$ cat config.mk
export PLATFORM = sky130hd
export DESIGN_NAME = text_token_classifier_top
export DESIGN_NICKNAME = d
export VERILOG_FILES = /design/src/rtl/ttc_pkg.sv /design/src/rtl/text_token_classifier_top.sv
export SDC_FILE = /design/constraint.sdc
export NUM_CORES = 1
export LEC_CHECK = 0
export BUFFER_PORTS_ARGS = -buffer_cell sky130_fd_sc_hd__buf_2
export CAP_MARGIN = 20
export CORE_MARGIN = 2
export CORE_UTILIZATION = 50
export DETAILED_ROUTE_END_ITERATION = 8
export GPL_ROUTABILITY_DRIVEN = 0
export PLACE_DENSITY = 0.78
export SKIP_LAST_GASP = 1
export SYNTH_ARGS = -nofsm -noshare
export SYNTH_HDL_FRONTEND = slang
export SYNTH_SLANG_ARGS = --single-unit
$ cat constraint.sdc
create_clock -name clk_i -period 5.3 [get_ports clk_i]
set_input_delay 0.795 -clock clk_i [delete_from_list [all_inputs] [get_ports clk_i]]
set_output_delay 0.795 -clock clk_i [all_outputs]
set_load 0.01 [all_outputs]
$ cat src/rtl/ttc_pkg.sv
// Package for the text token classifier: phase and kind enums, character
// constants and the result item struct. No dependencies.
package ttc_pkg;

  // Scanner phase between bytes
  typedef enum logic [1:0] {
    ScanIdle  = 2'd0,
    ScanWord  = 2'd1,
    ScanQuote = 2'd2
  } scan_phase_e;

  // Number grammar tracker
  typedef enum logic [2:0] {
    NumStart  = 3'd0,
    NumSign   = 3'd1,
    NumInt    = 3'd2,
    NumFrac   = 3'd3,
    NumSuffix = 3'd4,
    NumBad    = 3'd5
  } num_phase_e;

  // Token kinds as seen on the output
  typedef enum logic [2:0] {
    KindString = 3'd0,
    KindInt    = 3'd1,
    KindFloat  = 3'd2,
    KindTrue   = 3'd3,
    KindFalse  = 3'd4,
    KindEnd    = 3'd5
  } token_kind_e;

  localparam logic [7:0] ChQuote = 8'h22;
  localparam logic [7:0] ChLowF  = 8'h66;
  localparam logic [7:0] ChDot   = 8'h2E;
  localparam logic [7:0] ChMinus = 8'h2D;
  localparam logic [7:0] ChPlus  = 8'h2B;
  localparam logic [7:0] ChSpace = 8'h20;
  localparam logic [7:0] ChTab   = 8'h09;
  localparam logic [7:0] ChCr    = 8'h0D;
  localparam logic [7:0] ChZero  = 8'h30;
  localparam logic [7:0] ChNine  = 8'h39;
  localparam logic [7:0] CaseBit = 8'h20;

  // Result queue depth and pointer widths
  localparam int unsigned QDepth = 4;
  localparam int unsigned QPtrW  = 2;
  localparam int unsigned QCntW  = 3;

  // One result item
  typedef struct packed {
    token_kind_e  kind;
    logic [31:0]  start;
    logic [31:0]  length;
    logic         last;
  } result_t;

  // Character of "true" at a word index
  function automatic logic [7:0] kw_true_char(input logic [1:0] idx);
    logic [7:0] ch;
    unique case (idx)
      2'd0:    ch = 8'h74;
      2'd1:    ch = 8'h72;
      2'd2:    ch = 8'h75;
      default: ch = 8'h65;
    endcase
    return ch;
  endfunction

  // Character of "false" at a word index
  function automatic logic [7:0] kw_false_char(input logic [2:0] idx);
    logic [7:0] ch;
    unique case (idx)
      3'd0:    ch = 8'h66;
      3'd1:    ch = 8'h61;
      3'd2:    ch = 8'h6C;
      3'd3:    ch = 8'h73;
      default: ch = 8'h65;
    endcase
    return ch;
  endfunction

endpackage

$ cat src/rtl/text_token_classifier_top.sv
// Top level of the text token classifier: byte scanner with running state
// and a four-entry result queue. Depends on ttc_pkg.
//
// A result item is written to the result queue when the byte that ends its
// token is accepted. Throughput: one byte per cycle, limited by the result
// queue; input is taken while at least two queue entries are free.
// Reset (async, active low) clears scanner state, offsets, queue and
// words_only.
module text_token_classifier_top (
  input  logic        clk_i,
  input  logic        rst_ni,
  input  logic        cfg_we_i,
  input  logic        cfg_wdata_i,
  input  logic        in_valid_i,
  output logic        in_ready_o,
  input  logic [7:0]  text_byte_i,
  input  logic        end_of_input_i,
  output logic        out_valid_o,
  input  logic        out_ready_i,
  output logic [2:0]  token_kind_o,
  output logic [31:0] token_start_o,
  output logic [31:0] token_length_o,
  output logic        last_o
);

  // Scanner state
  logic                     words_only_q;
  ttc_pkg::scan_phase_e     phase_q, phase_d;
  ttc_pkg::num_phase_e      num_q, num_d;
  logic [1:0]               kw_q, kw_d;
  logic [31:0]              begin_q, begin_d;
  logic [31:0]              pos_q, pos_d;

  // Result queue
  ttc_pkg::result_t         queue_q [ttc_pkg::QDepth];
  logic [ttc_pkg::QPtrW-1:0] wr_ptr_q, rd_ptr_q;
  logic [ttc_pkg::QCntW-1:0] count_q, count_d;

  logic                     in_fire, out_fire;
  logic [31:0]              len;
  logic [7:0]               low;
  logic                     is_space, is_quote, is_digit;
  ttc_pkg::num_phase_e      num_in, num_trk;
  logic [1:0]               kw_in, kw_trk;
  logic [31:0]              idx;
  logic                     true_ok, false_ok;
  ttc_pkg::token_kind_e     kind_ws, kind_quote;
  ttc_pkg::result_t         res0, res1;
  logic [1:0]               n_res;

  function automatic logic [ttc_pkg::QCntW-1:0] QCntWn(input logic [1:0] n);
    return {{(ttc_pkg::QCntW-2){1'b0}}, n};
  endfunction

  assign in_ready_o = (count_q <= ttc_pkg::QCntW'(ttc_pkg::QDepth - 2));
  assign in_fire    = in_valid_i & in_ready_o;
  assign out_valid_o = (count_q != '0);
  assign out_fire   = out_valid_o & out_ready_i;

  // Classify the byte
  assign len      = pos_q - begin_q;
  assign low      = text_byte_i | ttc_pkg::CaseBit;
  assign is_space = (text_byte_i == ttc_pkg::ChSpace) ||
                    ((text_byte_i >= ttc_pkg::ChTab) && (text_byte_i <= ttc_pkg::ChCr));
  assign is_quote = (text_byte_i == ttc_pkg::ChQuote);
  assign is_digit = (text_byte_i >= ttc_pkg::ChZero) && (text_byte_i <= ttc_pkg::ChNine);

  // Track number grammar and keyword candidates; a new word starts fresh
  always_comb begin
    if (phase_q == ttc_pkg::ScanIdle) begin
      num_in = ttc_pkg::NumStart;
      kw_in  = 2'b11;
      idx    = '0;
    end else begin
      num_in = num_q;
      kw_in  = kw_q;
      idx    = len;
    end
    case (num_in)
      ttc_pkg::NumStart: begin
        if (text_byte_i == ttc_pkg::ChMinus || text_byte_i == ttc_pkg::ChPlus) begin
          num_trk = ttc_pkg::NumSign;
        end else if (is_digit) begin
          num_trk = ttc_pkg::NumInt;
        end else begin
          num_trk = ttc_pkg::NumBad;
        end
      end
      ttc_pkg::NumSign: begin
        num_trk = is_digit ? ttc_pkg::NumInt : ttc_pkg::NumBad;
      end
      ttc_pkg::NumInt: begin
        if (is_digit) begin
          num_trk = ttc_pkg::NumInt;
        end else if (text_byte_i == ttc_pkg::ChDot) begin
          num_trk = ttc_pkg::NumFrac;
        end else if (text_byte_i == ttc_pkg::ChLowF) begin
          num_trk = ttc_pkg::NumSuffix;
        end else begin
          num_trk = ttc_pkg::NumBad;
        end
      end
      ttc_pkg::NumFrac: begin
        if (is_digit) begin
          num_trk = ttc_pkg::NumFrac;
        end else if (text_byte_i == ttc_pkg::ChLowF) begin
          num_trk = ttc_pkg::NumSuffix;
        end else begin
          num_trk = ttc_pkg::NumBad;
        end
      end
      default: num_trk = ttc_pkg::NumBad;
    endcase
    true_ok  = (idx < 32'd4) && (low == ttc_pkg::kw_true_char(idx[1:0]));
    false_ok = (idx < 32'd5) && (low == ttc_pkg::kw_false_char(idx[2:0]));
    kw_trk   = kw_in & {false_ok, true_ok};
  end

  // Kind of the finished word, ended by whitespace/end or by a quote
  always_comb begin
    kind_ws    = ttc_pkg::KindString;
    kind_quote = ttc_pkg::KindString;
    if (!words_only_q) begin
      if (kw_q[0] && len == 32'd4) begin
        kind_quote = ttc_pkg::KindTrue;
      end else if (kw_q[1] && len == 32'd5) begin
        kind_quote = ttc_pkg::KindFalse;
      end
      if (num_q == ttc_pkg::NumInt) begin
        kind_ws = ttc_pkg::KindInt;
      end else if (num_q == ttc_pkg::NumFrac || num_q == ttc_pkg::NumSuffix) begin
        kind_ws = ttc_pkg::KindFloat;
      end else begin
        kind_ws = kind_quote;
      end
    end
  end

  // Next state and result items for the accepted item
  always_comb begin
    phase_d = phase_q;
    num_d   = num_q;
    kw_d    = kw_q;
    begin_d = begin_q;
    pos_d   = pos_q;
    n_res   = 2'd0;
    res0    = '{kind: ttc_pkg::KindString, start: begin_q, length: len, last: 1'b1};
    res1    = '{kind: ttc_pkg::KindEnd, start: pos_q, length: '0, last: 1'b1};
    if (in_fire) begin
      pos_d = pos_q + 32'd1;
      if (end_of_input_i) begin
        // Flush pending token, then the end token; restart
        unique case (phase_q)
          ttc_pkg::ScanWord: begin
            res0.kind = kind_ws;
            res0.last = 1'b0;
            n_res     = 2'd2;
          end
          ttc_pkg::ScanQuote: begin
            res0.last = 1'b0;
            n_res     = 2'd2;
          end
          default: begin
            res0  = res1;
            n_res = 2'd1;
          end
        endcase
        phase_d = ttc_pkg::ScanIdle;
        num_d   = ttc_pkg::NumStart;
        kw_d    = 2'b11;
        begin_d = '0;
        pos_d   = '0;
      end else begin
        unique case (phase_q)
          ttc_pkg::ScanWord: begin
            if (is_space) begin
              res0.kind = kind_ws;
              n_res     = 2'd1;
              phase_d   = ttc_pkg::ScanIdle;
            end else if (is_quote) begin
              res0.kind = kind_quote;
              n_res     = 2'd1;
              phase_d   = ttc_pkg::ScanQuote;
              begin_d   = pos_q + 32'd1;
            end else begin
              num_d = num_trk;
              kw_d  = kw_trk;
            end
          end
          ttc_pkg::ScanQuote: begin
            if (is_quote) begin
              n_res   = 2'd1;
              phase_d = ttc_pkg::ScanIdle;
            end
          end
          default: begin
            if (is_quote) begin
              phase_d = ttc_pkg::ScanQuote;
              begin_d = pos_q + 32'd1;
            end else if (!is_space) begin
              phase_d = ttc_pkg::ScanWord;
              begin_d = pos_q;
              num_d   = num_trk;
              kw_d    = kw_trk;
            end
          end
        endcase
      end
    end
  end

  assign count_d = count_q + QCntWn(n_res) - {{(ttc_pkg::QCntW-1){1'b0}}, out_fire};

  // Control registers
  always_ff @(posedge clk_i or negedge rst_ni) begin
    if (!rst_ni) begin
      words_only_q <= 1'b0;
      phase_q      <= ttc_pkg::ScanIdle;
      num_q        <= ttc_pkg::NumStart;
      kw_q         <= 2'b11;
      begin_q      <= '0;
      pos_q        <= '0;
      wr_ptr_q     <= '0;
      rd_ptr_q     <= '0;
      count_q      <= '0;
    end else begin
      if (cfg_we_i) begin
        words_only_q <= cfg_wdata_i;
      end
      phase_q  <= phase_d;
      num_q    <= num_d;
      kw_q     <= kw_d;
      begin_q  <= begin_d;
      pos_q    <= pos_d;
      wr_ptr_q <= wr_ptr_q + n_res;
      if (out_fire) begin
        rd_ptr_q <= rd_ptr_q + 2'd1;
      end
      count_q  <= count_d;
    end
  end

  // Push result items into the queue
  always_ff @(posedge clk_i) begin
    if (n_res != 2'd0) begin
      queue_q[wr_ptr_q] <= res0;
    end
    if (n_res == 2'd2) begin
      queue_q[wr_ptr_q + 2'd1] <= res1;
    end
  end

  // Drive the head item
  assign token_kind_o   = queue_q[rd_ptr_q].kind;
  assign token_start_o  = queue_q[rd_ptr_q].start;
  assign token_length_o = queue_q[rd_ptr_q].length;
  assign last_o         = queue_q[rd_ptr_q].last;

endmodule

* Word-level counts from Yosys, hierarchy flattened *
Memories as Yosys holds them, arrays and structs flattened.
Index checks and enable logic that the tools add are counted.

word-level totals
  register bits = 79
  memory bits (writable) = 272
  bits of input ports = 15
  output and inout bits = 70
  word-level logic and storage cells = 142
  memories = 1

operators by class
  add/sub/neg operators = 7
  magnitude comparators = 7
  equal/unequal tests = 33
  muxes and demuxes = 63
  bitwise operators = 3
  reductions and logical operators = 19

memories
  name     depth  width  rd ports  clocked after memory_dff  wr ports  line                             source
  queue_q  4      68     1         0                         2         text_token_classifier_top.sv:35  ttc_pkg::result_t queue_q [ttc_pkg::QDepth];

operators with widths
  operator               number
  $mux 32                7
  $mux 68                1
  $mux 65                1
  $eq 32x3->1 const B    2
  $lt 32x3->1 const B    2
  $mux 64                1
  $pmux 32 s2            1
  $mux 3                 21
  $eq 8x6->1 const B     5
  $add 32x1->32 const B  1
  $sub 32x32->32         1
  $mux 2                 15
  $pmux 5 s4             1
  $eq 3x2->1 const B     6
  $eq 8x8->1             2
  $pmux 5 s3             1
  $pmux 3 s2             2
  $pmux 3 s4             1
  $ne 3x3->1 const B     3
  $eq 8x7->1 const B     1
  $ge 8x4->1 const B     1
  $ge 8x6->1 const B     1
  $le 8x4->1 const B     1
  $le 8x6->1 const B     1
  other kinds (27)       53

* Logic depth before layout (Yosys ltp) *
Gate-level depths: netlist of run 1.

  word-level depth = 12
  mapped depth = 16
  mapped depth without buffers = 15

* Worst setup path after synthesis of run 1 *
Ideal clock, no wire load.

  kind = input to register
  start point = in text_byte_i[4]
  end point = mem queue_q[1][33] (netlist name) (enable)
  arrival = 3.809 ns
  required time = 4.910 ns
  path slack = 1.101 ns
  stages on the path = 13
  buffers on the path = 3
  cell sequence = clkbuf_1 -> nor3b_1 -> nand2_1 -> or3_1 -> a21oi_1 -> a21o_1 -> o21ai_0 -> a21oi_1 -> a21oi_1 -> or3b_2 -> clkbuf_1 -> buf_1 -> nand2_1

RTL lines
  what             line                             source
  start, declared  text_token_classifier_top.sv:16  input logic [7:0] text_byte_i,
  end, declared    text_token_classifier_top.sv:35

==> results by group, run 1 <==
Outcome
  • Status: complete, no violations

Synth
  • Synth warn: 0
  • Mapped Cells: 1890
  • Post-synth EDFFs: around 130
  • Main flop type after synthesis: dfxtp_1
  • Syn Area/Cell: 9.966 um2
  • Synth unique cells: 80
  • Post-synth ARST share: a little under a quarter
  • Syn nets: 1947
  • Synth Cell Area: 18840 um2
  • FF+latch count, synth: between 300 and 400
  • Sequential-to-total area share from yosys stat: 46.22%

Clock tree
  • CTS max path bufs: 3
  • Root Buffer: clkbuf_16
  • CTS tree: built
  • Clk sinks: 351
  • Post_cts resized: 0
  • Clk slew on worst S/H paths: 60 ps
  • Post-CTS Hold Buffers: 0
  • # H-tree levels: 2
  • Postcts setup bufs: 0
  • Clock buffer count from CTS: 38
  • Worst skew pair latency: 530 ps

Placed design
  • I/O Buffers: 84
  • Post-place setup slack: 877.3 ps
  • Detail Placement HPWL: 32620 um

Routing
  • Initial DRC Count: 1770
  • Remaining antenna violation count: 0
  • DR vias: ~15000
  • Vias per cell: ~6.4
  • DRT Pass-1 Iters: 5
  • DR DRC count: 0
  • Routed len/inst: 21.51 um
  • Routed WL: 51720 um

Pwr
  • Pwr dens: 624.9 nW/um2
  • Peak VDD IR: 0.0002758 V
  • P_leak: 8.022 nW

STA
  • Slew Limit Fails: 0
  • Period Utilization, post-route: between 80 and 90%
  • Fin. Hold Viols: 0
  • Sum of negative setup slack: 0 ps
  • Fmax: 0.2181 GHz
  • Final setup viols: 0
  • Rel. slew slack: approximately a third
  • Crit path time final: 4584 ps
  • RSZ-0062 raised after global routing: no
  • Least-Margin Pin Slew: approximately 1000 ps
  • Worst Skew: 16.04 ps
  • Setup slack after layout: between 700 and 800 ps

Final layout
  • P&R area growth vs syn: 10.42%
  • Most common cell after layout, fill and taps aside: o21ai_0
  • Fillers: 3162
  • # diodes: 0
  • Storage element area: 8713 um2
  • Layout cells sized above 1: 15.68%
  • Most frequent cells in the layout: o21ai_0, nand3_1, nand2_1, dfxtp_1
  • # nets final: between 1500 and 2000
  • Area of the multi-input gates: around 9200 um2

Floorplanning
  • Initial Util: 50.36%
  • Row cnt: 71
  • Die area: between 30000 and 40000 um2
  • # IOs: 85
  • Die Ht: between 150 and 200 um
  • DIE WIDTH: 198.1 um
  • Core ar.: 37400 um2

Global routing
  • Antenna violations before repair: 1
  • Largest net degree at the start of global routing: 80
  • GRT Util Overall: 26.34%
  • Grt total ovfl: 0
  • First-pass GRT wire length: 80670 um
  • Number of global-route vias before repair: between 10000 and 15000

Worst setup path
  • Worst reg2reg setup slack: 720 ps
  • Slowest-stage cell, CP: or4b_1
  • Most Frequent Cell on Critical Path: a2111oi_0
  • CP Cell Sequence: ha_1 -> and4_1 -> nand2_1 -> a2111oi_0 -> a211oi_1 -> o21ai_0 -> xor2_1 -> a2111oi_0 -> or4b_1 -> o41ai_2 -> nor2_1 -> o31ai_1
  • Crit path max fanout: 12
  • Largest stage delay on the critical path: between 600 and 700 ps
  • Buf/Inv on CP: 0
  • Critical path endpoint category: register
  • Startpoint Class: register
  • Req. time, crit path: 5740 ps
  • WP data arrival: roughly 5000 ps
  • Crit path kind: register to register
  • Top delay family on crit path: compound AO/OA/AOI/OAI gates

Min path
  • Hold WC Path Type: input pin to asynchronous set/reset pin

Flow run
  • Max-cap violations: 0
routing by layer:
| metal | global-route usage (%) | part of all wire (%) | wire length (um) |
|---|---|---|---|
| met1 | 35.78 | 41 | 21270 |
| met5 | 0 | 0 | 0 |
| met2 | 42.12 | 46 | 24000 |
| met3 | 3.628 | 8.6 | 4434 |
| met4 | 12.00 | 3.9 | 2022 |
Yosys cell counts, drive strengths merged, types with 11 or more instances:
master    n  area, um2
xnor2    48      420.4
o21a     11      82.58
buf      27      127.6
a22o    128       1121
nor3     39      195.2
edfxtp  128       3844
mux4     68       1531
nor2     80      302.8
inv      58      217.7
dfrtp    77       1927
a21oi    70      372.9
o31ai    30      225.2
or3      15      98.84
a21o     17      127.6
nand3   173      865.8
clkbuf  154      578.1
xor2     20      175.2
dfxtp   144       2883
nand4    14      87.58
nand2   170      638.1
o31a     15      131.4
a31oi    12      75.07
o21ai   200       1001
ha       40      500.5
kinds of logic (layout without fill, tap and decap cells):
family	Yosys count	count (layout)	synth area share (%)
AOI/OAI and AO/OA	534	534	19.14
xor gates and xnor gates	68	68	3.162
adders and majority gates	42	42	2.870
buffers and inverters	239	243	4.902
DFF	351	351	46.22
muxes	80	80	8.815
and+or+nand+nor	576	576	14.89
layout make-up:
cell class                      instances  share of cell area [%]
Clock buffer                           50                   5.324
Clock inverter                         17                  0.7821
Inverter                               58                   1.047
Multi-Input combinational cell       1300                   44.46
Sequential cell                       351                   41.90
Tap cell                              511                   3.074
Timing Repair Buffer                  118                   3.417
worst reg2reg max path: cells and delay by family (launching register included):
| kind | cells | cell delay (ps) |
|---|---|---|
| compound gates | 6 | 2000 |
| flops | 1 | 530 |
| xor+xnor | 1 | 170 |
| fa+ha+maj | 1 | 590 |
| simple gates | 4 | 1200 |
stage by stage:
| step | power, W | hold slack, ps | instances | instance area [um2] | util [%] |
|---|---|---|---|---|---|
| 5_1_grt | 0.01375 | 235.5 | 2405 | 20800 | 55.61 |
| 3_3_place_gp | 0.01004 | 441.3 | 2337 | 19500 | 52.14 |
| 3_5_place_dp | 0.01024 | 450.8 | 2337 | 19500 | 52.14 |
| 2_1_floorplan | 0.008316 | 435.4 | 1890 | 18840 | - |
| 4_1_cts | 0.01291 | 465.1 | 2404 | 20770 | 55.54 |
| 6_report | 0.01300 | 217.6 | 2405 | 20800 | 55.61 |
flip-flops by register name (all words and copies together), names as in the netlist:
| register | flops |
|---|---|
| queue_q | 272 |
| kw_q | 2 |
| count_q | 3 |
| pos_q | 32 |
| wr_ptr_q | 2 |
| phase_q | 2 |
| num_q | 3 |
| rd_ptr_q | 2 |
| words_only_q | 1 |
| begin_q | 32 |
power breakdown:
part / internal (W) / switching, W
clock network: 0.00157 / 0.00110
logic: 0.00235 / 0.00363
registers: 0.00354 / 0.000810
total: 0.00746 / 0.00553
path summary, 6_finish.rpt:
| check | start | to | cells past startpoint |
|---|---|---|---|
| min in group clk_i | queue_q[3][0]$_SDFFE_PP1P_ | queue_q[3][0]$_SDFFE_PP1P_ | 1 |
| worst max-delay path | pos_q[6]$_DFFE_PN0P_ | queue_q[3][66]$_SDFFE_PP0P_ | 12 |
| worst min-delay path | rst_ni | phase_q[1]$_DFFE_PN0P_ | 1 |
| worst max register to register | pos_q[6]$_DFFE_PN0P_ | queue_q[3][66]$_SDFFE_PP0P_ | 12 |
| worst min register to register | queue_q[3][0]$_SDFFE_PP1P_ | queue_q[3][0]$_SDFFE_PP1P_ | 1 |
| max in group asynchronous | rst_ni | begin_q[27]$_DFFE_PN0P_ | 2 |
No activity file was read; power rests on OpenSTA's default activity.
==> run 2, diff against run 1 <==
--- a/config.mk
+++ b/config.mk
@@ -13,3 +13,3 @@
 export GPL_ROUTABILITY_DRIVEN = 0
-export PLACE_DENSITY = 0.78
+export PLACE_DENSITY = 0.69
 export SKIP_LAST_GASP = 1
--- a/constraint.sdc
+++ b/constraint.sdc
@@ -3,2 +3,2 @@
 set_output_delay 0.795 -clock clk_i [all_outputs]
-set_load 0.01 [all_outputs]
+set_load 0.05 [all_outputs]
==> run 2 against run 1 <==
Total power is 7.8% higher. Register-to-register slack got worse by 140 ps. Worst setup slack lost 140 ps. Combinational power up 18%. Sequential share of layout area about the same. Global-route usage grew 0.66 points. Non-clock buffer count grew 9. Clock skew about the same. Count of clock-buffer cells in the layout rose by 7. Critical endpoint is now kw_q[0]$_DFFE_PN1P_. Largest power group unchanged.
==> results by group, run 2 (synthesis gave the netlist of run 1 again) <==
STA
  • Fin Hold WS: 159.6 ps
  • Rel. slew slack: 29.90%
  • Period Utilization, post-route: approximately nine tenths
  • Fin. Hold Viols: 0
  • RSZ-0062 raised after global routing: no
  • Sum of negative setup slack: 0 ps
  • Worst Skew: 15.94 ps
  • Least-Margin Pin Slew: 1052 ps
  • Crit path time final: 4724 ps
  • Fmax: about 0.21 GHz
  • Slew Limit Fails: 0
  • Final setup viols: 0

Worst setup path
  • R2R depth: 14
  • Slowest-stage cell, CP: nor4_1
  • Crit path kind: register to register
  • WP data arrival: 5220 ps
  • Reg-to-reg endpoint: kw_q[0]$_DFFE_PN1P_
  • Critical path endpoint category: register
  • Worst reg2reg setup slack: between 500 and 600 ps
  • Largest stage delay on the critical path: 650 ps
  • CP Cell Sequence: inv_1 -> ha_1 -> fa_1 -> nand2b_1 -> a21o_1 -> a211oi_1 -> nor3b_1 -> o21ai_0 -> a21boi_0 -> nor2_1 -> or4b_1 -> nor4_1 -> o211a_1 -> o22a_1
  • Crit Reg-Reg Startpoint: pos_q[0]$_DFFE_PN0P_
  • Startpoint Class: register
  • Req. time, crit path: 5790 ps
  • Crit path max fanout: 8

Floorplanning
  • Core ar.: 37400 um2
  • Row cnt: 71
  • DIE WIDTH: 198.1 um
  • # IOs: 85
  • Die Ht: ~200 um
  • Die area: 39240 um2
  • Initial Util: 50.36%

Global routing
  • Number of global-route vias before repair: 14650
  • GRT Util Overall: 27.00%
  • Antenna violations before repair: 0
  • Largest net degree at the start of global routing: 57
  • Grt total ovfl: 0
  • First-pass GRT wire length: 82660 um

Clock tree
  • Clk sinks: ~350
  • Clock buffer count from CTS: 39
  • # H-tree levels: 2
  • CTS max path bufs: 3
  • Postcts setup bufs: 0
  • Post_cts resized: 0
  • Root Buffer: clkbuf_16
  • Clk slew on worst S/H paths: 60 ps
  • Post-CTS Hold Buffers: 0
  • Worst skew pair latency: 560 ps
  • CTS tree: built

Pwr
  • Peak VDD IR: around 0.00029 V
  • P_leak: 8.022 nW
  • Pwr dens: 674.3 nW/um2

Final layout
  • Biggest registers after layout: queue_q: 272 flops, begin_q: 32 flops, pos_q: 32 flops
  • Area of the multi-input gates: 9246 um2
  • Layout cells sized above 1: 15.84%
  • # nets final: between 1500 and 2000
  • Most frequent cells in the layout: o21ai_0, nand3_1, nand2_1, dfxtp_1
  • Max FFs per register: around 270
  • Fillers: 3300
  • P&R area growth vs syn: 10.35%
  • Storage element area: 8713 um2
  • Final core occ: 55.58%
  • Top reg by flops: queue_q
  • # diodes: 0
  • Most common cell after layout, fill and taps aside: o21ai_0

Outcome
  • Status: complete, no violations

Placed design
  • I/O Buffers: 84
  • Detail Placement HPWL: 34480 um

Flow run
  • Max-cap violations: 0

Routing
  • Remaining antenna violation count: 0
  • DR vias: 15230
  • DRT Pass-1 Iters: 5
  • Vias per cell: approximately 6.3
  • Routed WL: 52090 um
  • Initial DRC Count: 1789
  • DR DRC count: 0
  • Routed len/inst: roughly 22 um

Min path
  • Hold WC Path Type: input pin to asynchronous set/reset pin
-- run 2: cell count changes in the layout (fill, tap and decap cells not counted), sizes merged --
cell      delta
clkbuf       +7
inv          +2
clkinv       -5
bufinv       -1
buf          +9
clkinvlp     +1
-- run 2: how the worst max path moves through the flow --
| stage | from | to | slack, ps | depth (start not counted) |
|---|---|---|---|---|
| 6_report | pos_q[0]$_DFFE_PN0P_ | kw_q[0]$_DFFE_PN1P_ | 580 | 14 |
| 5_1_grt | pos_q[0]$_DFFE_PN0P_ | kw_q[0]$_DFFE_PN1P_ | 260 | 14 |
| 4_1_cts | pos_q[0]$_DFFE_PN0P_ | kw_q[0]$_DFFE_PN1P_ | 660 | 14 |
| 3_5_place_dp | pos_q[3]$_DFFE_PN0P_ | kw_q[0]$_DFFE_PN1P_ | 700 | 12 |
| 3_3_place_gp | pos_q[6]$_DFFE_PN0P_ | kw_q[0]$_DFFE_PN1P_ | 760 | 12 |
| 2_1_floorplan | text_byte_i[4] | queue_q[1][33]$_DFFE_PP_ | 1100 | 13 |
-- run 2: per-layer routing --
| metal | GRT usage (%) | up-vias | part of all wire (%) |
|---|---|---|---|
| li1 | - | 7024 | - |
| met1 | 36.85 | 7574 | 43 |
| met2 | 43.60 | 537 | 47 |
| met3 | 4.531 | 95 | 6.8 |
| met4 | 9.635 | 0 | 3.0 |
| met5 | 0 | - | 0 |
-- run 2: power breakdown --
group          internal (W)  leakage [nW]  switching, W
Combinational       0.00236          4.04       0.00472
Clock               0.00150         0.597       0.00111
Sequential          0.00354          3.38      0.000786
-- run 2: worst max-delay path, delay by kind of cell, from the launching register on --
kind / cells / cell delay (ps)
AND/OR/NAND/NOR: 5 / 1670
AO/OA/AOI/OAI: 6 / 1680
adder cells (fa/ha/maj): 2 / 650
buffers and inverters: 1 / 160
flip-flops: 1 / 490
-- run 2: final cells by class --
type,instances,share of cell area [%]
well taps,511,3.076
multi-input cells,1300,44.49
clock inverters,14,0.6020
clock buffers,57,5.279
repair buffers,127,3.588
flip-flops and latches,351,41.92
inverters,58,1.047
-- run 2: metrics by stage --
step	setup WS (ps)	area, um2	total power, W	std cells
detailed placement	695.2	19560	0.01136	2347
global placement	759.6	19560	0.01120	2347
finish	575.8	20780	0.01402	2418
CTS	662.2	20780	0.01399	2418
global route	257.9	20780	0.01484	2418
floorplan	1101	18840	0.009425	1890
